File: config.mk
export PLATFORM = sky130hd
export DESIGN_NAME = ssw_cell
export DESIGN_NICKNAME = d
export VERILOG_FILES = /design/src/ssw_pkg.sv /design/src/ssw_cell.sv
export SDC_FILE = /design/constraint.sdc
export NUM_CORES = 1
export LEC_CHECK = 0
export BUFFER_PORTS_ARGS = -buffer_cell sky130_fd_sc_hd__buf_2
export CAP_MARGIN = 20
export CELL_PAD_IN_SITES_DETAIL_PLACEMENT = 0
export CELL_PAD_IN_SITES_GLOBAL_PLACEMENT = 1
export CORE_MARGIN = 2
export CORE_UTILIZATION = 29
export CTS_CLUSTER_DIAMETER = 100
export DETAILED_ROUTE_END_ITERATION = 8
export PLACE_DENSITY_LB_ADDON = 0.1
export SYNTH_ARGS = -nofsm -noshare
export SYNTH_HDL_FRONTEND = slang
export SYNTH_SLANG_ARGS = --single-unit
File: constraint.sdc
create_clock -name clk -period 2.8 [get_ports clk]
set_input_delay 0.28 -clock clk [delete_from_list [all_inputs] [get_ports clk]]
set_output_delay 0.28 -clock clk [all_outputs]
set_load 0.02 [all_outputs]
File: src/ssw_pkg.sv
// Package with the constants and types of the signed word sorter.
`timescale 1ns / 1ps
`default_nettype none

package ssw_pkg;

    localparam int CAPACITY = 64;
    localparam int WORD_W = 32;

    typedef logic signed [WORD_W-1:0] word_t;

    typedef enum logic {
        ST_LOAD,
        ST_DRAIN
    } state_t;

    // Control that the top level broadcasts to every cell.
    typedef struct packed {
        logic insert;
        logic shift;
    } cell_ctrl_t;

    // What one cell shows to its neighbors.
    typedef struct packed {
        word_t value;
        logic  valid;
        logic  gt;
    } cell_link_t;

endpackage

`default_nettype wire

File: src/ssw_cell.sv
// One cell of the sorting chain: holds a word and inserts or shifts it.
`timescale 1ns / 1ps
`default_nettype none

module ssw_cell (
    input  logic               clk,
    input  logic               rst_n,
    input  ssw_pkg::cell_ctrl_t ctrl,
    input  ssw_pkg::word_t     new_value,
    input  ssw_pkg::cell_link_t left_link,
    input  ssw_pkg::cell_link_t right_link,
    output ssw_pkg::cell_link_t own_link
);
    import ssw_pkg::*;

    word_t value_reg;
    word_t value_next;
    logic  valid_reg;
    logic  valid_next;
    logic  gt;

    // An empty cell counts as larger than any word, so the chain stays sorted.
    assign gt = !valid_reg || (value_reg > new_value);

    always_comb
    begin
        value_next = value_reg;
        valid_next = valid_reg;
        if (ctrl.shift)
        begin
            value_next = right_link.value;
            valid_next = right_link.valid;
        end
        else if (ctrl.insert && gt)
        begin
            value_next = left_link.gt ? left_link.value : new_value;
            valid_next = valid_reg || left_link.valid;
        end
    end

    always_ff @(posedge clk or negedge rst_n)
    begin
        if (!rst_n)
        begin
            valid_reg <= 1'b0;
        end
        else
        begin
            valid_reg <= valid_next;
        end
    end

    always_ff @(posedge clk)
    begin
        value_reg <= value_next;
    end

    assign own_link.value = value_reg;
    assign own_link.valid = valid_reg;
    assign own_link.gt    = gt;

endmodule

`default_nettype wire

# After elaboration in Yosys (flattened, before gate mapping)

Cells that the tools add are included.

$add $sub $neg: 0
Multipliers: 0
Divide/modulo/power cells: 0
Order comparisons: 1
Equality and inequality tests: 0
Shift operators: 0
Muxes and demuxes: 5
Bitwise logic cells: 0
Reduce and logical (&&, ||, !) cells: 5

Operator list:

| cell              | count |
|---|---|
| $mux 32           | 3 |
| $gt 32x32->1      | 1 |
| $logic_or 1x1->1  | 2 |
| $mux 1            | 2 |
| $reduce_bool 2->1 | 1 |
| $logic_and 1x1->1 | 1 |
| $logic_not 1->1   | 1 |

Register bits: 33
Latch bits: 0
Memory bits (writable): 0
Memory bits (read-only): 0
Input bits: 104
Output and inout bits: 34
Logic and storage cells: 13
Memories: 0

# Longest topological paths before layout

Gate-level depths: netlist of run 1.

Depth in word-level cells: 5
Gate-level depth with buffers: 9
Mapped depth without buffers: 8

# Worst setup path before layout of run 1

Ideal clock, no wire load.

Path kind: reg2reg
Start point: register value_reg[31]
End point: register value_reg[0] (enable)
Library setup time: 0.388 ns
Arrival: 2.728 ns
Setup slack: -0.316 ns
Stages on the path, launching flop included: 7
Clock period less this slack: 3.116 ns
Cell sequence: edfxtp_1 -> ha_1 -> nand4_2 -> or4_4 -> or3_1 -> o2111ai_1 -> a21o_1

Word-level cells in the longest chain between the ends: 4

Ends and longest elaborated chain:

| item                        | RTL line       | text |
|---|---|---|
| start: declaration          | ssw_cell.sv:16 | `word_t value_reg;` |
| start signal: assignment    | ssw_cell.sv:55 | `value_reg <= value_next;` |
| $gt 32x32->1                | ssw_cell.sv:23 | `assign gt = !valid_reg \|\| (value_reg > new_value);` |
| $logic_or 1x1->1            | ssw_cell.sv:23 |  |
| $logic_and 1x1->1           | ssw_cell.sv:34 | `else if (ctrl.insert && gt)` |
| $reduce_bool 2->1 (no line) | n/a            |  |

Every way passes these cells.
A chain may end at the register's enable or synchronous reset.

==> flow_metrics.env, run 1 <==
export IMPL_status="complete, but fails checks"
export IMPL_violations="setup timing"
export IMPL_finalClockSkew_ns=0.00594
export IMPL_cts_tree="done"
export IMPL_grt_overflow_total=0
export IMPL_dpl_cell_count=509
export IMPL_viasPerCell=4.62
export IMPL_cap_violations=0
export IMPL_postSynthCellCount=272
export IMPL_synth_cell_types=31
export IMPL_startpoint_type="register"
export IMPL_wl_per_cell_um=13.1
export IMPL_synth_adder_area_share_pct=15.7
export IMPL_cts_inserted_buffers=5
export IMPL_die_area_um2=9540
export IMPL_fmax_ghz=0.350
export IMPL_yosysTopAreaCell="edfxtp_1"
export IMPL_leakagePower_nw=1.85
export IMPL_finalSetupViolCount=1
export IMPL_cp_max_fo=3
export IMPL_post_dp_cell_area_um2=3360
export IMPL_cp_required_ns=2.52
export IMPL_port_buffers=136
export IMPL_tns_ns=-0.0592
export IMPL_ys_top_cells_by_area="edfxtp_1, ha_1, mux2i_1, o21ai_0, nand2_1"
export IMPL_area_growth_syn_to_layout_pct=42.3
export IMPL_clock_path_buffers=2
export IMPL_initial_utilization_pct=29.6
export IMPL_final_common_cell="buf_2"
export IMPL_regArea_um2=986
export IMPL_final_area_um2=3620
export IMPL_stdcell_count=524
export IMPL_clock_sinks=33
export IMPL_synth_simple_area_share_pct=12.3
export IMPL_critical_path_class="reg2out"
export IMPL_layout_nets=551
export IMPL_grtUsageTotal_pct=14.0
export IMPL_die_w_um=97.7
export IMPL_relSlewSlack_pct=62.2
export IMPL_io_pin_count=138
export IMPL_power_density_nw_per_um2=435
export IMPL_crit_arrival_ns=2.58
export IMPL_synth_top_cell_area_share_pct=37.8
export IMPL_postSynthAreaPerCell_um2=9.35
export IMPL_min_period_ns=2.86
export IMPL_nFillCells=898
export IMPL_ant_nets=0
export IMPL_hold_path_class="in2reg"
export IMPL_worst_setup_path_end_kind="output pin"
export IMPL_clk_pin_slew_ns=0.07
export IMPL_gp_congestion=0.701
export IMPL_grt_pass1_wl_mm=10.8
export IMPL_drcViolationCount=0
export IMPL_root_buffer="clkbuf_8"
export IMPL_drt_initial_drc_count=79
export IMPL_rsz0062_at_grt="yes"
export IMPL_largest_register_ffs=32
export IMPL_setup_ws_ns=-0.0592
export IMPL_synth_top_family_by_area="adder cells"
export IMPL_synth_xor_area_share_pct=0
export IMPL_synth_compound_area_share_pct=13.2
export IMPL_yosysWarnings=0
export IMPL_drive_above_1_share_pct=39.9
export IMPL_synth_area_um2=2540
export IMPL_dp_hpwl_mm=5.23
export IMPL_die_h_um=97.7
export IMPL_vdd_drop_max_v=0.000137
export IMPL_grt_antenna_before_repair=0
export IMPL_hold_viol=0
export IMPL_cts_htree_levels=2
export IMPL_synth_mux_area_share_pct=12.6
export IMPL_most_common_layout_cells="buf_2, nand2_1, o21ai_0, inv_1"
export IMPL_grt_pass1_vias=2276
export IMPL_rows=34
export IMPL_worst_pin_slew_ns=0.566
export IMPL_syn_num_nets=408
export IMPL_ys_seq_elements=33
export IMPL_multi_input_area_um2=1510
export IMPL_num_antenna_cells=0
export IMPL_drv_slew=0
export IMPL_ys_seq_area_share_pct=38.8
export IMPL_first_pass_iters=4
export IMPL_grt_start_max_net_pins=34
export IMPL_clk_insertion_delay_late_ns=0.28
export IMPL_wirelength_mm=6.89
export IMPL_power_mw=1.58
export IMPL_design_core_area_um2=8590
export IMPL_vias=2420
export IMPL_fin_crit_sh_pct=102
repair_timing:
item | CTS | global route
setup buffers | 2 | 2
endpoints found under the hold margin | 1 | 0
pin swaps | 3 | 6
gates resized for setup | 4 | 9
endpoints found under the setup margin | 1 | 33
gates cloned | 0 | 2
hold buffers | 1 | 0
synth_stat cells:
master / number
ha_1: 32
nand2_1: 45
nand4_2: 1
nor3_1: 1
or4_1: 2
o2111ai_1: 1
nand3_1: 3
nand2b_1: 1
or3_1: 1
and2_1: 1
o21ai_0: 37
a21o_1: 1
o21a_1: 2
clkbuf_1: 8
a221oi_1: 2
mux2i_1: 32
o311a_1: 1
buf_1: 3
a21oi_1: 15
edfxtp_1: 32
and3_1: 1
inv_1: 35
o31ai_1: 1
nor4_2: 1
buf_4: 2
nand4_1: 5
nor2_1: 2
or4_4: 1
o211a_1: 1
dfrtp_1: 1
and4_1: 1
cell type report:
cell class / instances / area share, %
Tap cell: 108 / 3.73
Clock buffer: 8 / 2.49
Multi-Input combinational cell: 193 / 41.7
Timing Repair Buffer: 147 / 21.2
Inverter: 35 / 3.63
Sequential cell: 33 / 27.2
final timing paths:
path | from | end | slack (ns) | cells after the start
hold / removal | right_link[1] | valid_reg | 0.22 | 3
max in group asynchronous | rst_n | valid_reg | 2.41 | 2
setup / recovery | value_reg[31] | own_link[0] | -0.06 | 7
min in group asynchronous | rst_n | valid_reg | 0.31 | 2
setup reg to reg | value_reg[10] | value_reg[13] | 0.07 | 6
hold reg to reg | valid_reg | valid_reg | 0.66 | 2
kinds of logic (layout without fill, tap and decap cells):
logic type | Yosys count | count (layout)
compound gates | 61 | 63
flops | 33 | 33
buf+inv | 48 | 190
fa+ha+maj | 32 | 32
mux | 32 | 32
simple gates | 66 | 66
per-layer routing:
metal	share of wire, %	routed length, um	GRT usage, %	vias up
met3	6.8	468	4.17	7
met1	48	3320	19.3	1065
met2	44	3030	21.6	85
met5	0	0	0	-
met4	1.0	70	3.21	0
li1	-	-	-	1263
worst max-delay path, cell delays in order (launching register included):
cell      delay (ns)
edfxtp_1        0.44
ha_4            0.32
nand4_4         0.11
or4_4           0.56
or3_4           0.34
o211a_1         0.13
o31ai_1         0.22
buf_4           0.18
stage by stage:
step | util [%] | setup WS, ns | hold WS (ns)
after detailed placement | 39.1 | 0.0377 | 0.0566
after floorplan | - | 0.126 | -0.0156
after CTS | 40.8 | -0.0926 | 0.200
after global routing | 42.1 | -0.184 | 0.230
final | 42.1 | -0.0592 | 0.215
after global placement | 39.1 | 0.0618 | 0.0542
report_power, final:
part	switching, mW	internal, mW	leakage [nW]
clock network	0.175	0.201	0.0455
logic	0.307	0.243	1.47
registers	0.0348	0.616	0.341
total	0.516	1.06	1.85
(Power assumes the default switching activity.)
==> inputs of run 2 (changes only) <==
Clock period 2.8 ns to 2.5 ns, I/O delays scaled along.
==> run 2 against run 1 <==
Against the previous run:
- the flow still finishes with violations (setup timing)
- count of clock-buffer cells in the layout did not move
- cell area rose by 5.8%
- power rose by 15%
- setup slack got worse by 0.24 ns
- clock power rose by 7.5%
- critical path type unchanged
- critical endpoint unchanged
==> flow_metrics.env, run 2 (same netlist as run 1, synthesis figures left out) <==
export IMPL_status="complete, but fails checks"
export IMPL_violations="setup timing"
export IMPL_rsz0062_at_grt="yes"
export IMPL_gr_usage_met2_pct=26.5
export IMPL_met1_usage_pct=19.8
export IMPL_first_pass_iters=4
export IMPL_cts_htree_levels=2
export IMPL_clock_path_buffers=2
export IMPL_dp_hpwl_mm=5.49
export IMPL_gp_congestion=0.754
export IMPL_cp_startpoint="value_reg[31]"
export IMPL_cp_required_ns=2.25
export IMPL_grt_start_max_net_pins=29
export IMPL_cts_tree="done"
export IMPL_num_antenna_cells=0
export IMPL_stdcell_count=546
export IMPL_holdPathStages=3
export IMPL_drv_slew=0
export IMPL_busiest_layer="met2"
export IMPL_drcViolationCount=0
export IMPL_die_area_um2=9540
export IMPL_setup_ws_ns=-0.304
export IMPL_port_buffers=136
export IMPL_worstReg2RegStart="value_reg[9]"
export IMPL_use_met3_pct=3.96
export IMPL_grtUsageTotal_pct=15.6
export IMPL_clk_insertion_delay_late_ns=0.29
export IMPL_fmax_ghz=0.357
export IMPL_cts_inserted_buffers=5
export IMPL_regToRegSetupSlack_ns=-0.08
export IMPL_vdd_drop_max_v=0.000190
export IMPL_rr_worst_depth=6
export IMPL_grt_overflow_total=0
export IMPL_clk_pin_slew_ns=0.07
export IMPL_grt_pass1_wl_mm=12.0
export IMPL_rows=34
export IMPL_crit_arrival_ns=2.55
export IMPL_cp_max_fo=5
export IMPL_power_density_nw_per_um2=475
export IMPL_finalSetupViolCount=33
export IMPL_cap_violations=0
export IMPL_die_h_um=97.7
export IMPL_worst_pin_slew_ns=0.532
export IMPL_largest_register_ffs=32
export IMPL_r2r_end="value_reg[6]"
export IMPL_min_to="valid_reg"
export IMPL_relSlewSlack_pct=64.5
export IMPL_ant_nets=0
export IMPL_vias=2510
export IMPL_finalClockSkew_ns=0.00783
export IMPL_fin_crit_sh_pct=112
export IMPL_viasPerCell=4.60
export IMPL_root_buffer="clkbuf_8"
export IMPL_wirelength_mm=7.20
export IMPL_dpl_cell_count=531
export IMPL_hp_start="right_link[1]"
export IMPL_hold_viol=0
export IMPL_drt_initial_drc_count=61
export IMPL_clock_sinks=33
export IMPL_io_pin_count=138
export IMPL_critical_path_class="reg2out"
export IMPL_drive_above_1_share_pct=43.8
export IMPL_initial_utilization_pct=29.6
export IMPL_design_core_area_um2=8590
export IMPL_grt_pass1_vias=2610
export IMPL_layout_nets=573
export IMPL_leakagePower_nw=1.96
export IMPL_power_mw=1.82
export IMPL_most_common_layout_cells="buf_2, nand2_1, o21ai_0, inv_1"
export IMPL_startpoint_type="register"
export IMPL_wl_per_cell_um=13.2
export IMPL_die_w_um=97.7
export IMPL_final_common_cell="buf_2"
export IMPL_hold_path_class="in2reg"
export IMPL_worst_setup_path_end_kind="output pin"
export IMPL_min_period_ns=2.80
export IMPL_grt_antenna_before_repair=0
export IMPL_area_growth_syn_to_layout_pct=50.5
-- run 2: what timing repair did --
action,4_1_cts,5_1_grt
hold buffers,1,0
gates resized for setup,8,8
pin swaps,10,4
setup endpoints to repair,33,33
setup buffers,2,1
hold endpoints to repair,1,0
cloned,3,0
-- run 2: where the power goes --
group	leakage (nW)	switching [mW]	total [mW]	internal, mW
clock	0.0395	0.205	0.403	0.198
sequential	0.341	0.0400	0.730	0.690
combinational	1.58	0.362	0.686	0.324
total	1.96	0.607	1.82	1.21
-- run 2: area by class of cell --
cell class	instances	area (um^2)
clock buffer	8	80.1
fill	895	4760
inverter	35	131
multi-input combinational	194	1560
sequential	33	986
tap	108	135
timing repair buffer	168	938
-- run 2: how the worst max path moves through the flow --
stage	end
floorplan	own_link[0]
global placement	value_reg[21]
detailed placement	value_reg[17]
CTS	own_link[0]
global route	own_link[0]
finish	own_link[0]
-- run 2: through the flow --
step / instance area, um^2 / hold slack [ns] / setup TNS (ns) / utilization (%) / setup WS [ns]
floorplan: 2590 / -0.0456 / -3.87 / - / -0.118
global placement: 3570 / 0.0267 / -6.15 / 41.5 / -0.191
detailed placement: 3570 / 0.0262 / -8.00 / 41.5 / -0.246
CTS: 3760 / 0.183 / -5.52 / 43.8 / -0.350
global route: 3830 / 0.199 / -7.11 / 44.6 / -0.446
finish: 3830 / 0.190 / -2.44 / 44.6 / -0.304
-- run 2: critical path, stage by stage, from the launching register on --
cell	delay [ns]
edfxtp_1	0.43
ha_4	0.30
nand4_4	0.12
or4_4	0.55
or3_4	0.35
o211a_1	0.15
o31ai_2	0.19
buf_4	0.18
-- run 2: per-layer routing --
layer  routed length (um)  share of wire (%)  vias to the layer above
li1                     -                  -                     1307
met1                 3330                 46                     1116
met2                 3310                 46                       79
met3                  476                6.6                        8
met4                   80                1.1                        0
met5                    0                  0                        -
==> inputs of run 3 (changes only) <==
Settings changed: ABC_AREA set to 1.
==> run 3 against run 2 <==
Against the previous run:
- the run now ends clean
- clock skew is 0.0037 ns lower
- first-iteration DRC count is 16% higher
- non-clock buffer count decreased by 27
- sequential share of layout area rose by 2.6 points
- power fell by 7.0%
- sequential cell count did not move
- via count decreased by 2.2%
- critical path depth up 4
- die area is 1.7% higher
- wire length shrank 6.0%
- setup slack better by 0.52 ns
==> flow_metrics.env, run 3 <==
export IMPL_hold_path_class="in2reg"
export IMPL_clk_pin_slew_ns=0.07
export IMPL_path_delay_family="simple AND/OR/NAND/NOR gates"
export IMPL_holdPathStages=2
export IMPL_clock_sinks=33
export IMPL_finalSetupViolCount=0
export IMPL_num_antenna_cells=0
export IMPL_grtUsageTotal_pct=13.9
export IMPL_slowest_delay_ns=0.40
export IMPL_root_buffer="clkbuf_8"
export IMPL_grt_pass1_vias=2493
export IMPL_cts_resized=0
export IMPL_cp_required_ns=2.25
export IMPL_hp_start="right_link[29]"
export IMPL_min_to="value_reg[27]"
export IMPL_design_core_area_um2=8680
export IMPL_vdd_drop_max_v=0.000210
export IMPL_power_density_nw_per_um2=486
export IMPL_ys_seq_area_share_pct=38.1
export IMPL_critical_path_class="reg2out"
export IMPL_cp_depth=11
export IMPL_grt_pass1_wl_mm=11.0
export IMPL_syn_num_nets=440
export IMPL_io_pin_count=138
export IMPL_area_growth_syn_to_layout_pct=34.5
export IMPL_tns_ns=0
export IMPL_clk_insertion_delay_late_ns=0.28
export IMPL_rows=34
export IMPL_hold_viol=0
export IMPL_nFillCells=964
export IMPL_min_period_ns=2.28
export IMPL_rsz0062_at_grt="no"
export IMPL_synth_most_common_cell="nand2_1"
export IMPL_largest_register_ffs=32
export IMPL_cts_hold_buf=1
export IMPL_drcViolationCount=0
export IMPL_postSynthCellCount=304
export IMPL_worstReg2RegStart="value_reg[11]"
export IMPL_wl_per_cell_um=12.4
export IMPL_slowest_stage="edfxtp_1"
export IMPL_post_cts_buffers=0
export IMPL_ant_nets=0
export IMPL_clock_path_buffers=2
export IMPL_worst_setup_path_end_kind="output pin"
export IMPL_port_buffers=136
export IMPL_leakagePower_nw=1.76
export IMPL_yosysWarnings=0
export IMPL_grt_overflow_total=0
export IMPL_grt_antenna_before_repair=0
export IMPL_synth_area_um2=2590
export IMPL_async_flop_share_pct=3.03
export IMPL_ys_flop_type="edfxtp_1"
export IMPL_drt_initial_drc_count=71
export IMPL_die_h_um=98.5
export IMPL_die_area_um2=9700
export IMPL_synth_cell_types=21
export IMPL_startpoint_type="register"
export IMPL_status="finished clean"
export IMPL_gp_congestion=0.741
export IMPL_most_common_layout_cells="buf_2, nand2_1, inv_1, ha_1, edfxtp_1"
export IMPL_crit_arrival_ns=2.03
export IMPL_cts_htree_levels=2
export IMPL_crit_top_cell="nand2_1"
export IMPL_ys_top_cells_by_area="edfxtp_1, ha_1, nand2_1, o21a_1, o211ai_1"
export IMPL_initial_utilization_pct=29.8
export IMPL_viasPerCell=4.50
export IMPL_crit_buf_inv=1
export IMPL_drv_slew=0
export IMPL_final_common_cell="buf_2"
export IMPL_path_cells="ha_1 > a21oi_1 > nand2_1 > a21oi_1 > nand2_1 > nand2_1 > nand2_1 > nand2_1 > nand3_2 > nand2_2 > buf_2"
export IMPL_vias=2456
export IMPL_grt_start_max_net_pins=63
export IMPL_synth_edff_count=32
export IMPL_r2r_end="value_reg[23]"
export IMPL_cap_violations=0
export IMPL_dp_hpwl_mm=5.27
export IMPL_ys_seq_elements=33
export IMPL_worst_pin_slew_ns=0.559
export IMPL_wirelength_mm=6.77
export IMPL_finalClockSkew_ns=0.00414
export IMPL_rr_worst_depth=13
export IMPL_drive_above_1_share_pct=35.4
export IMPL_regToRegSetupSlack_ns=0.26
export IMPL_cts_inserted_buffers=5
export IMPL_die_w_um=98.5
export IMPL_first_pass_iters=4
export IMPL_synth_top_cell_area_share_pct=37.1
export IMPL_cp_max_fo=3
export IMPL_yosysTopAreaCell="edfxtp_1"
export IMPL_final_area_um2=3480
export IMPL_ys_top_cells_by_count="nand2_1, inv_1, edfxtp_1, ha_1, o21a_1"
export IMPL_fin_crit_sh_pct=91.3
export IMPL_relSlewSlack_pct=62.7
export IMPL_postSynthAreaPerCell_um2=8.52
export IMPL_fmax_ghz=0.438
export IMPL_post_dp_cell_area_um2=3390
export IMPL_cts_tree="done"
export IMPL_layout_nets=573
run 3: cell type report:
cell class	count	area [um^2]	area share [%]
Clock buffer	8	80.1	2.30
Timing Repair Buffer	141	746	21.4
Tap cell	108	135	3.88
Inverter	43	161	4.64
Sequential cell	33	986	28.3
Multi-Input combinational cell	213	1370	39.5
run 3: per-layer routing:
| layer | track usage (%) | share of wire (%) | up-vias |
|---|---|---|---|
| met5 | 0 | 0 | - |
| met4 | 3.27 | 1.2 | 0 |
| met3 | 4.26 | 7.7 | 7 |
| met2 | 22.6 | 44 | 79 |
| met1 | 18.2 | 47 | 1057 |
| li1 | - | - | 1313 |
run 3: kinds of logic (layout without fill, tap and decap cells):
group	after synthesis	in the layout	share of synthesized area (%)
adders and majority gates	32	32	15.5
buffers and inverters	58	192	8.84
AOI/OAI and AO/OA	84	84	22.1
DFF	33	33	38.1
and+or+nand+nor	97	97	15.5
run 3: worst max-delay path by stage:
stage | startpoint | to | slack (ns)
global placement | new_value[11] | value_reg[11] | 0.27
detailed placement | value_reg[11] | value_reg[11] | 0.26
global route | value_reg[11] | own_link[0] | 0.02
floorplan | value_reg[31] | value_reg[0] | 0.13
CTS | value_reg[11] | own_link[0] | 0.20
finish | value_reg[11] | own_link[0] | 0.22
run 3: worst reg2reg max path, stage by stage (launching register included):
cell	delay, ns
edfxtp_1	0.40
ha_1	0.32
a21oi_1	0.15
nand2_1	0.08
a21oi_1	0.21
nand2_1	0.09
nand2_1	0.07
nand2_1	0.05
nand2_1	0.07
nand3_2	0.06
nand2_2	0.07
nand2_2	0.06
nand2_2	0.09
buf_4	0.21
run 3: metrics by stage:
stage	hold WS, ns	power, mW	std cells	util, %	setup WS, ns
after floorplan	-0.0456	1.10	304	-	0.135
after global placement	0.0323	1.31	537	39.1	0.272
after detailed placement	0.0280	1.32	537	39.1	0.256
after CTS	0.223	1.73	546	40.1	0.200
after global routing	0.224	1.82	546	40.1	0.0226
final	0.239	1.69	546	40.1	0.219
run 3: report_power, final:
group / switching (mW) / internal [mW] / total, mW / leakage, nW
logic: 0.330 / 0.243 / 0.573 / 1.39
clock network: 0.200 / 0.198 / 0.398 / 0.0395
registers: 0.0335 / 0.687 / 0.720 / 0.331
